<file path="src/sv/gch_pkg.sv">
// Shared types and constants for the guide confidence block.
// No dependencies; imported by the front, back and top-level modules.
`default_nettype none

package gch_pkg;

    localparam int SCORE_BITS   = 16;
    localparam int COUNT_BITS   = 16;
    localparam int FIELD_BITS   = 16;
    localparam int REG_COUNT    = 8;
    localparam int REG_IDX_BITS = $clog2(REG_COUNT);
    localparam int MUL_BITS     = 2 * SCORE_BITS;
    localparam int PROD_BITS    = 4 * SCORE_BITS;
    localparam int BIT_IDX_BITS = $clog2(SCORE_BITS);
    localparam int CMP_BITS     = (COUNT_BITS > FIELD_BITS) ? COUNT_BITS : FIELD_BITS;
    localparam int QUEUE_DEPTH  = 2;
    localparam int QPTR_BITS    = $clog2(QUEUE_DEPTH);

    typedef logic [FIELD_BITS-1:0] t_field;
    typedef logic [SCORE_BITS-1:0] t_score;
    typedef logic [COUNT_BITS-1:0] t_count;

    typedef enum logic [REG_IDX_BITS-1:0] {
        REG_ENTER     = 3'd0,
        REG_EXIT      = 3'd1,
        REG_GOOD_NEED = 3'd2,
        REG_BAD_NEED  = 3'd3,
        REG_VALID_FL  = 3'd4,
        REG_TEMP_FL   = 3'd5,
        REG_DEPTH_FL  = 3'd6,
        REG_MAG_FL    = 3'd7
    } t_reg_idx;

    localparam t_field CFG_RESET [REG_COUNT] = '{
        16'd47186, 16'd29491, 16'd3, 16'd3,
        16'd16384, 16'd9830, 16'd13107, 16'd13107
    };

    typedef struct packed {
        t_field valid_fl;
        t_field temp_fl;
        t_field depth_fl;
        t_field mag_fl;
    } t_floors;

    typedef struct packed {
        t_field enter;
        t_field exit_eff;
        t_field gneed;
        t_field bneed;
    } t_back_cfg;

    typedef struct packed {
        logic   clear;
        logic   gated;
        t_score s0;
        t_score s1;
        t_score s2;
        t_score s3;
    } t_job;

    typedef struct packed {
        logic   reliable;
        t_field confidence;
        t_field good;
        t_field bad;
    } t_result;

endpackage

`default_nettype wire

</file>
<file path="src/sv/gch_front.sv">
// Front end: takes frames, classifies clear / gated / compute, queues jobs.
// Depends on gch_pkg.
`default_nettype none

module gch_front (
    input  wire                       i_clk,
    input  wire                       i_rst_n,
    input  wire                       push,
    output logic                      full,
    input  wire                       i_guide_present,
    input  wire                       i_scene_cut,
    input  wire                       i_history_clear,
    input  wire  [15:0]               i_valid_ratio,
    input  wire  [15:0]               i_temporal_score,
    input  wire  [15:0]               i_depth_score,
    input  wire  [15:0]               i_magnitude_score,
    input  wire  gch_pkg::t_floors    i_floors,
    output gch_pkg::t_job             o_job,
    output logic                      o_job_valid,
    input  wire                       i_job_take
);
    import gch_pkg::*;

    t_job                r_mem [QUEUE_DEPTH];
    logic [QPTR_BITS-1:0] r_wr_ptr;
    logic [QPTR_BITS-1:0] r_rd_ptr;
    logic [QPTR_BITS:0]   r_count;
    t_job                w_job;
    logic                w_wr;
    logic                w_rd;

    always_comb begin
        w_job.s0    = i_valid_ratio[SCORE_BITS-1:0];
        w_job.s1    = i_temporal_score[SCORE_BITS-1:0];
        w_job.s2    = i_depth_score[SCORE_BITS-1:0];
        w_job.s3    = i_magnitude_score[SCORE_BITS-1:0];
        w_job.clear = i_scene_cut | i_history_clear | ~i_guide_present;
        w_job.gated = (FIELD_BITS'(w_job.s0) < i_floors.valid_fl) |
                      (FIELD_BITS'(w_job.s1) < i_floors.temp_fl)  |
                      (FIELD_BITS'(w_job.s2) < i_floors.depth_fl) |
                      (FIELD_BITS'(w_job.s3) < i_floors.mag_fl);
    end

    assign full        = (r_count == (QPTR_BITS+1)'(QUEUE_DEPTH));
    assign o_job_valid = (r_count != '0);
    assign o_job       = r_mem[r_rd_ptr];
    assign w_wr        = push & ~full;
    assign w_rd        = i_job_take & o_job_valid;

    always_ff @(posedge i_clk) begin
        if (w_wr) begin
            r_mem[r_wr_ptr] <= w_job;
        end
    end

    always_ff @(posedge i_clk) begin
        if (!i_rst_n) begin
            r_wr_ptr <= '0;
            r_rd_ptr <= '0;
            r_count  <= '0;
        end else begin
            if (w_wr) begin
                r_wr_ptr <= r_wr_ptr + 1'b1;
            end
            if (w_rd) begin
                r_rd_ptr <= r_rd_ptr + 1'b1;
            end
            case ({w_wr, w_rd})
                2'b10:   r_count <= r_count + 1'b1;
                2'b01:   r_count <= r_count - 1'b1;
                default: r_count <= r_count;
            endcase
        end
    end

endmodule

`default_nettype wire

</file>
<file path="src/sv/gch_back.sv">
// Back end: product and fourth root on a shared multiplier, hysteresis counters,
// result register. Depends on gch_pkg.
`default_nettype none

module gch_back (
    input  wire                       i_clk,
    input  wire                       i_rst_n,
    input  gch_pkg::t_job             i_job,
    input  wire                       i_job_valid,
    output logic                      o_job_take,
    input  gch_pkg::t_back_cfg        i_cfg,
    output logic                      empty,
    input  wire                       pop,
    output gch_pkg::t_result          o_result
);
    import gch_pkg::*;

    typedef enum logic [6:0] {
        ST_IDLE  = 7'b0000001,
        ST_MUL_A = 7'b0000010,
        ST_MUL_B = 7'b0000100,
        ST_MUL_P = 7'b0001000,
        ST_SQ    = 7'b0010000,
        ST_P4    = 7'b0100000,
        ST_UPD   = 7'b1000000
    } t_state;

    t_state                  r_state;
    t_job                    r_job;
    logic [MUL_BITS-1:0]     r_pa;
    logic [MUL_BITS-1:0]     r_pb;
    logic [PROD_BITS-1:0]    r_prod;
    logic [MUL_BITS-1:0]     r_sq;
    t_score                  r_conf;
    logic [BIT_IDX_BITS-1:0] r_bit;
    logic                    r_rel;
    t_count                  r_good;
    t_count                  r_bad;
    logic                    r_out_valid;
    t_result                 r_out;

    logic [MUL_BITS-1:0]     w_ma;
    logic [MUL_BITS-1:0]     w_mb;
    logic [PROD_BITS-1:0]    w_mul;
    t_score                  w_trial;
    logic                    w_slot_free;
    logic                    w_good;
    logic                    w_bad;
    t_count                  n_good;
    t_count                  n_bad;
    logic                    n_rel;

    assign w_trial = r_conf | (t_score'(1) << r_bit);

    // one shared multiplier, operands picked by the sequencer
    always_comb begin
        case (r_state)
            ST_MUL_A: begin
                w_ma = MUL_BITS'(r_job.s0);
                w_mb = MUL_BITS'(r_job.s1);
            end
            ST_MUL_B: begin
                w_ma = MUL_BITS'(r_job.s2);
                w_mb = MUL_BITS'(r_job.s3);
            end
            ST_MUL_P: begin
                w_ma = r_pa;
                w_mb = r_pb;
            end
            ST_SQ: begin
                w_ma = MUL_BITS'(w_trial);
                w_mb = MUL_BITS'(w_trial);
            end
            ST_P4: begin
                w_ma = r_sq;
                w_mb = r_sq;
            end
            default: begin
                w_ma = '0;
                w_mb = '0;
            end
        endcase
    end

    assign w_mul = {{MUL_BITS{1'b0}}, w_ma} * {{MUL_BITS{1'b0}}, w_mb};

    assign o_job_take  = (r_state == ST_IDLE) & i_job_valid;
    assign w_slot_free = ~r_out_valid | pop;
    assign empty       = ~r_out_valid;
    assign o_result    = r_out;

    // hysteresis update; gated jobs arrive with r_conf at zero
    always_comb begin
        w_good = ~r_job.gated & (FIELD_BITS'(r_conf) >= i_cfg.enter);
        w_bad  = r_job.gated | (FIELD_BITS'(r_conf) < i_cfg.exit_eff);
        n_good = r_good;
        n_bad  = r_bad;
        if (w_good) begin
            if (r_good != '1) begin
                n_good = r_good + 1'b1;
            end
            n_bad = '0;
        end else if (w_bad) begin
            if (r_bad != '1) begin
                n_bad = r_bad + 1'b1;
            end
            n_good = '0;
        end else begin
            if (r_good != '0) begin
                n_good = r_good - 1'b1;
            end
            if (r_bad != '0) begin
                n_bad = r_bad - 1'b1;
            end
        end
        n_rel = r_rel;
        if (!n_rel && (CMP_BITS'(n_good) >= CMP_BITS'(i_cfg.gneed))) begin
            n_rel = 1'b1;
        end
        if (n_rel && (CMP_BITS'(n_bad) >= CMP_BITS'(i_cfg.bneed))) begin
            n_rel = 1'b0;
        end
        if (r_job.clear) begin
            n_good = '0;
            n_bad  = '0;
            n_rel  = 1'b0;
        end
    end

    always_ff @(posedge i_clk) begin
        case (r_state)
            ST_IDLE: begin
                if (i_job_valid) begin
                    r_job  <= i_job;
                    r_conf <= '0;
                end
            end
            ST_MUL_A: r_pa <= w_mul[MUL_BITS-1:0];
            ST_MUL_B: r_pb <= w_mul[MUL_BITS-1:0];
            ST_MUL_P: begin
                r_prod <= w_mul;
                r_bit  <= BIT_IDX_BITS'(SCORE_BITS - 1);
            end
            ST_SQ: r_sq <= w_mul[MUL_BITS-1:0];
            ST_P4: begin
                if (w_mul <= r_prod) begin
                    r_conf <= w_trial;
                end
                r_bit <= r_bit - 1'b1;
            end
            ST_UPD: begin
                if (w_slot_free) begin
                    r_out.reliable   <= n_rel;
                    r_out.confidence <= r_job.clear ? '0 : FIELD_BITS'(r_conf);
                    r_out.good       <= FIELD_BITS'(n_good);
                    r_out.bad        <= FIELD_BITS'(n_bad);
                end
            end
            default: ;
        endcase
    end

    always_ff @(posedge i_clk) begin
        if (!i_rst_n) begin
            r_state     <= ST_IDLE;
            r_rel       <= 1'b0;
            r_good      <= '0;
            r_bad       <= '0;
            r_out_valid <= 1'b0;
        end else begin
            case (r_state)
                ST_IDLE: begin
                    if (i_job_valid) begin
                        r_state <= (i_job.clear || i_job.gated) ? ST_UPD : ST_MUL_A;
                    end
                end
                ST_MUL_A: r_state <= ST_MUL_B;
                ST_MUL_B: r_state <= ST_MUL_P;
                ST_MUL_P: r_state <= ST_SQ;
                ST_SQ:    r_state <= ST_P4;
                ST_P4: begin
                    r_state <= (r_bit == '0) ? ST_UPD : ST_SQ;
                end
                ST_UPD: begin
                    if (w_slot_free) begin
                        r_rel   <= n_rel;
                        r_good  <= n_good;
                        r_bad   <= n_bad;
                        r_state <= ST_IDLE;
                    end
                end
                default: r_state <= ST_IDLE;
            endcase
            // a new result may land in the same cycle the old one is popped
            if ((r_state == ST_UPD) && w_slot_free) begin
                r_out_valid <= 1'b1;
            end else if (pop && r_out_valid) begin
                r_out_valid <= 1'b0;
            end
        end
    end

endmodule

`default_nettype wire

</file>
<file path="src/sv/guide_confidence_hysteresis.sv">
// Top level: configuration registers, front classifier/queue and back end.
// Depends on gch_pkg, gch_front, gch_back.
//
//  channel  | handshake           | payload
//  ---------+---------------------+-----------------------------------------------
//  input    | push / full         | i_guide_present, i_scene_cut, i_history_clear,
//           |                     | i_valid_ratio, i_temporal_score, i_depth_score,
//           |                     | i_magnitude_score
//  result   | empty / pop         | o_is_reliable, o_confidence, o_good_count,
//           |                     | o_bad_count
//  config   | i_cfg_we            | i_cfg_idx, i_cfg_data
//
// A computed frame goes through three products on the single 32x32 multiplier,
// then two multiplier passes per root bit over 16 bits, then the counter update.
// A clearing or gated frame goes straight to the counter update.
// The front queue holds two frames, so input keeps flowing while the back works
// and a finished result waits on the output register.
// Synchronous active-low reset empties both queues and clears the counters.
`default_nettype none

module guide_confidence_hysteresis (
    input  wire                                 i_clk,
    input  wire                                 i_rst_n,
    input  wire                                 push,
    output logic                                full,
    input  wire                                 i_guide_present,
    input  wire                                 i_scene_cut,
    input  wire                                 i_history_clear,
    input  wire  [15:0]                         i_valid_ratio,
    input  wire  [15:0]                         i_temporal_score,
    input  wire  [15:0]                         i_depth_score,
    input  wire  [15:0]                         i_magnitude_score,
    output logic                                empty,
    input  wire                                 pop,
    output logic                                o_is_reliable,
    output logic [15:0]                         o_confidence,
    output logic [15:0]                         o_good_count,
    output logic [15:0]                         o_bad_count,
    input  wire                                 i_cfg_we,
    input  wire  [gch_pkg::REG_IDX_BITS-1:0]    i_cfg_idx,
    input  wire  [gch_pkg::FIELD_BITS-1:0]      i_cfg_data
);
    import gch_pkg::*;

    t_field    r_cfg [REG_COUNT];
    t_floors   w_floors;
    t_back_cfg w_bcfg;
    t_job      w_job;
    logic      w_job_valid;
    logic      w_job_take;
    t_result   w_result;

    always_ff @(posedge i_clk) begin
        if (!i_rst_n) begin
            for (int i = 0; i < REG_COUNT; i++) begin
                r_cfg[i] <= CFG_RESET[i];
            end
        end else if (i_cfg_we) begin
            r_cfg[i_cfg_idx] <= i_cfg_data;
        end
    end

    always_comb begin
        w_floors.valid_fl = r_cfg[REG_VALID_FL];
        w_floors.temp_fl  = r_cfg[REG_TEMP_FL];
        w_floors.depth_fl = r_cfg[REG_DEPTH_FL];
        w_floors.mag_fl   = r_cfg[REG_MAG_FL];
        w_bcfg.enter      = r_cfg[REG_ENTER];
        // exit is capped at enter; zero requirements act as one
        w_bcfg.exit_eff   = (r_cfg[REG_EXIT] < r_cfg[REG_ENTER]) ?
                            r_cfg[REG_EXIT] : r_cfg[REG_ENTER];
        w_bcfg.gneed      = (r_cfg[REG_GOOD_NEED] == '0) ? t_field'(1) : r_cfg[REG_GOOD_NEED];
        w_bcfg.bneed      = (r_cfg[REG_BAD_NEED] == '0) ? t_field'(1) : r_cfg[REG_BAD_NEED];
    end

    gch_front u_front (
        .i_clk             (i_clk),
        .i_rst_n           (i_rst_n),
        .push              (push),
        .full              (full),
        .i_guide_present   (i_guide_present),
        .i_scene_cut       (i_scene_cut),
        .i_history_clear   (i_history_clear),
        .i_valid_ratio     (i_valid_ratio),
        .i_temporal_score  (i_temporal_score),
        .i_depth_score     (i_depth_score),
        .i_magnitude_score (i_magnitude_score),
        .i_floors          (w_floors),
        .o_job             (w_job),
        .o_job_valid       (w_job_valid),
        .i_job_take        (w_job_take)
    );

    gch_back u_back (
        .i_clk       (i_clk),
        .i_rst_n     (i_rst_n),
        .i_job       (w_job),
        .i_job_valid (w_job_valid),
        .o_job_take  (w_job_take),
        .i_cfg       (w_bcfg),
        .empty       (empty),
        .pop         (pop),
        .o_result    (w_result)
    );

    assign o_is_reliable = w_result.reliable;
    assign o_confidence  = w_result.confidence;
    assign o_good_count  = w_result.good;
    assign o_bad_count   = w_result.bad;

endmodule

`default_nettype wire

</file>
<file path="config.mk">
export PLATFORM = sky130hd
export DESIGN_NAME = guide_confidence_hysteresis
export DESIGN_NICKNAME = d
export VERILOG_FILES = /design/src/sv/gch_pkg.sv /design/src/sv/gch_front.sv /design/src/sv/gch_back.sv /design/src/sv/guide_confidence_hysteresis.sv
export SDC_FILE = /design/constraint.sdc
export NUM_CORES = 2
export LEC_CHECK = 0
export BUFFER_PORTS_ARGS = -buffer_cell sky130_fd_sc_hd__buf_2
export CAP_MARGIN = 10
export CORE_MARGIN = 4
export CORE_UTILIZATION = 40
export DETAILED_ROUTE_END_ITERATION = 6
export MAX_ROUTING_LAYER = met4
export PLACE_DENSITY_LB_ADDON = 0.2
export SKIP_CTS_REPAIR_TIMING = 1
export SLEW_MARGIN = 20
export SYNTH_ARGS = -nofsm -noshare
export SYNTH_HDL_FRONTEND = slang
export SYNTH_SLANG_ARGS = --single-unit
</file>
<file path="constraint.sdc">
create_clock -name i_clk -period 16.5 [get_ports i_clk]
set_input_delay 3.3 -clock i_clk [delete_from_list [all_inputs] [get_ports i_clk]]
set_output_delay 3.3 -clock i_clk [all_outputs]
set_load 0.02 [all_outputs]
</file>
==> flow_metrics.tcl <==
set metrics [dict create \
    status "complete, but fails checks" \
    violations "design-rule violations" \
    p_comb_share_pct 13.9 \
    crit_slowest_cell "nor3b_4" \
    crit_type "reg2reg" \
    areaGrowthSynthToFinish_pct 8.68 \
    endpoint_kind "flip-flop" \
    ios 142 \
    slew_headroom_pct 20.2 \
    utilization_pct 43.9 \
    ant_nets 0 \
    hold_ws_ps 490 \
    synth.distinct_cells 88 \
    power_frac_seq_pct 48.8 \
    powerDensity_nw_per_um2 60.5 \
    synth-seq-area-share_pct 28.5 \
    hp-class "reg2reg" \
    cp_top_family "compound AO/OA/AOI/OAI gates" \
    tightest_slew_ps 1200 \
    p_clk_share_pct 37.3 \
    synth-edff-count 555 \
    final_layout_size_suffix_gt1_share_pct 7.86 \
    drt-wirelength-per-cell_um 25.3 \
    vdd_drop_max_mv 0.0830 \
    syn-mean-instance-area_um2 10.0 \
    rsz0062_at_grt "false" \
    path_clk_slew_ps 60 \
    grt_pass1_wl_um 313000 \
    netSwitchingFraction_pct 27.3 \
    finalHoldViolations 0 \
    cts_tree "built" \
    grt_pass1_vias 47604 \
    place_hpwl_um 156000 \
    grt_overflow 0 \
    initial_core_util_pct 40.4 \
    ys_ff_latch 601 \
    crit_top_cell "fa_1" \
    p_leak_uw 0.0301 \
    portBuffers 141 \
    antenna_found_initial 13 \
    setup_ws_ps 2710 \
    cp.buffers_inverters 7 \
    gr-usage-all-layers_pct 27.0 \
    firstDrtPassIters 7 \
    clkSinkCount 601 \
    finalSetupViolations 0 \
    drt-total-wl_um 210000 \
    grt_max_degree 163 \
    drv_cap 0 \
    root_buffer "clkbuf_16" \
    die_x_um 401 \
    crit_required_ps 16740 \
    fin_crit_sh_pct 83.6 \
    avgViaCountPerCell 5.49 \
    drv_slew 0 \
    yosysWarnings 0 \
    synth_cells 6169 \
    path_max_fanout 33 \
    vias 45576 \
    cpPeakStageDelay_ps 810 \
    cts_buffer_depth 3 \
    layout.nets 7672 \
    p_switching_uw 1110 \
    dp_slack_ps 2730 \
    clock.fmax_mhz 72.5 \
    rows 143 \
    tns_ps 0 \
    critPathLaunchType "flip-flop" \
    h-tree-depth 3 \
    final_common_cell "inv_1" \
    numCtsBuffers 66 \
    synth_area_leaders "fa_1 29%, edfxtp_1 27%, ha_1 9.7%" \
    yosys.area.top_type "fa_1" \
    synth_top_area_share_pct 29.1 \
    initialDrtViolationCount 4118 \
    core_area_um2 153000 \
    syn_nets 7633 \
    die-area_um2 161000 \
    most-common-layout-cells "1164 x inv_1, 896 x fa_1, 691 x nor2_1" \
    fp.dieH_um 401 \
    async_reset_ff_share_pct 0 \
    synth_area_um2 61700 \
    finClkSkew_ps 38.1 \
    place.gp.congestion 0.955 \
    synthFlopType "edfxtp_1" \
    p_int_uw 2950 \
    crit_arrival_ps 14040 \
    clock_latency_ps 640 \
    drc_errors 30 \
    fin_crit_ps 13790 \
]
-- cell type report --
class                      instances  area [um^2]
fill                           14713        85500
clock buffer                      84         1730
inverter                        1165         4370
sequential                       601        17600
timing repair buffer             269         1690
tap                             2030         2540
clock inverter                    36          484
antenna                            6         15.0
multi-input combinational       4105        38600
-- through the flow --
| stage | std cells | power [uW] | area [um^2] |
|---|---|---|---|
| 2_1_floorplan | 6169 | 2330 | 61700 |
| 3_3_place_gp | 8167 | 2570 | 64800 |
| 3_5_place_dp | 8168 | 2570 | 64800 |
| 4_1_cts | 8288 | 4100 | 67000 |
| 5_1_grt | 8296 | 4240 | 67100 |
| 6_report | 8296 | 4060 | 67100 |
-- metal layers --
metal | vias to the layer above | track usage [%] | wire length [um] | part of all wire [%]
li1 | 19770 | - | - | -
met1 | 23187 | 34.5 | 85400 | 41
met2 | 2104 | 41.4 | 94400 | 45
met3 | 515 | 4.96 | 17500 | 8.3
met4 | 0 | 13.3 | 12700 | 6.0
met5 | - | - | 0 | 0
-- state kept, by name (all words and copies together) (netlist names), named ones only --
signal	count
r_cfg	128
u_back.o_result	49
u_back.r_bad	16
u_back.r_bit	4
u_back.r_conf	16
u_back.r_good	16
u_back.r_job	66
u_back.r_out_valid	1
u_back.r_pa	32
u_back.r_pb	32
u_back.r_prod	64
u_back.r_rel	1
u_back.r_sq	32
u_back.r_state	7
u_front.r_count	2
u_front.r_mem	132
u_front.r_rd_ptr	1
u_front.r_wr_ptr	1
-- worst register-to-register path: cells and delay by family (launching register included) --
| kind | cells | cell delay, ps |
|---|---|---|
| compound gates | 18 | 4660 |
| xor+xnor | 1 | 200 |
| fa+ha+maj | 10 | 4360 |
| buf+inv | 7 | 870 |
| flops | 1 | 330 |
| simple gates | 7 | 2960 |
-- logic make-up (layout without fill, tap and decap cells) --
logic type	after synthesis	count (layout)	synth area share, %
compound gates	626	626	6.92
xor+xnor	82	82	1.16
fa+ha+maj	1373	1373	38.7
buf+inv	1463	1554	9.02
flops	601	601	28.5
mux	77	77	1.40
other cells	0	6	0
simple gates	1947	1947	14.3
-- worst paths after layout --
check,startpoint,end,slack (ps),cells after the start
max,u_back.r_state[0]$_SDFFE_PN1P_,u_back.r_conf[0]$_SDFFCE_PP0P_,2710,43
min,u_back.r_rel$_SDFFE_PN0P_,u_back.r_rel$_SDFFE_PN0P_,490,2
min reg2reg,u_back.r_rel$_SDFFE_PN0P_,u_back.r_rel$_SDFFE_PN0P_,490,2
max reg2reg,u_back.r_state[0]$_SDFFE_PN1P_,u_back.r_conf[0]$_SDFFCE_PP0P_,2710,43
-- power groups by stage --
stage | clock network (uW) | logic [uW] | registers (uW)
2_1_floorplan | 0 | 368 | 1960
3_3_place_gp | 0 | 559 | 2010
4_1_cts | 1560 | 569 | 1980
3_5_place_dp | 0 | 565 | 2010
5_1_grt | 1620 | 626 | 1990
6_report | 1520 | 563 | 1980
-- synthesized netlist by cell type, drive strengths merged (35+ instances only) --
cell type / number
fa: 896
dfxtp: 46
and4: 35
a22oi: 53
clkbuf: 238
inv: 1165
nor3: 58
a21o: 105
nor2b: 59
nand2: 684
and2: 112
buf: 60
edfxtp: 555
mux2: 69
o21ai: 102
nand3: 48
nand2b: 56
xnor2: 51
or3: 54
nand4: 73
ha: 477
a22o: 38
a21oi: 141
nor2: 693
Power figures use the tool's default switching activity.
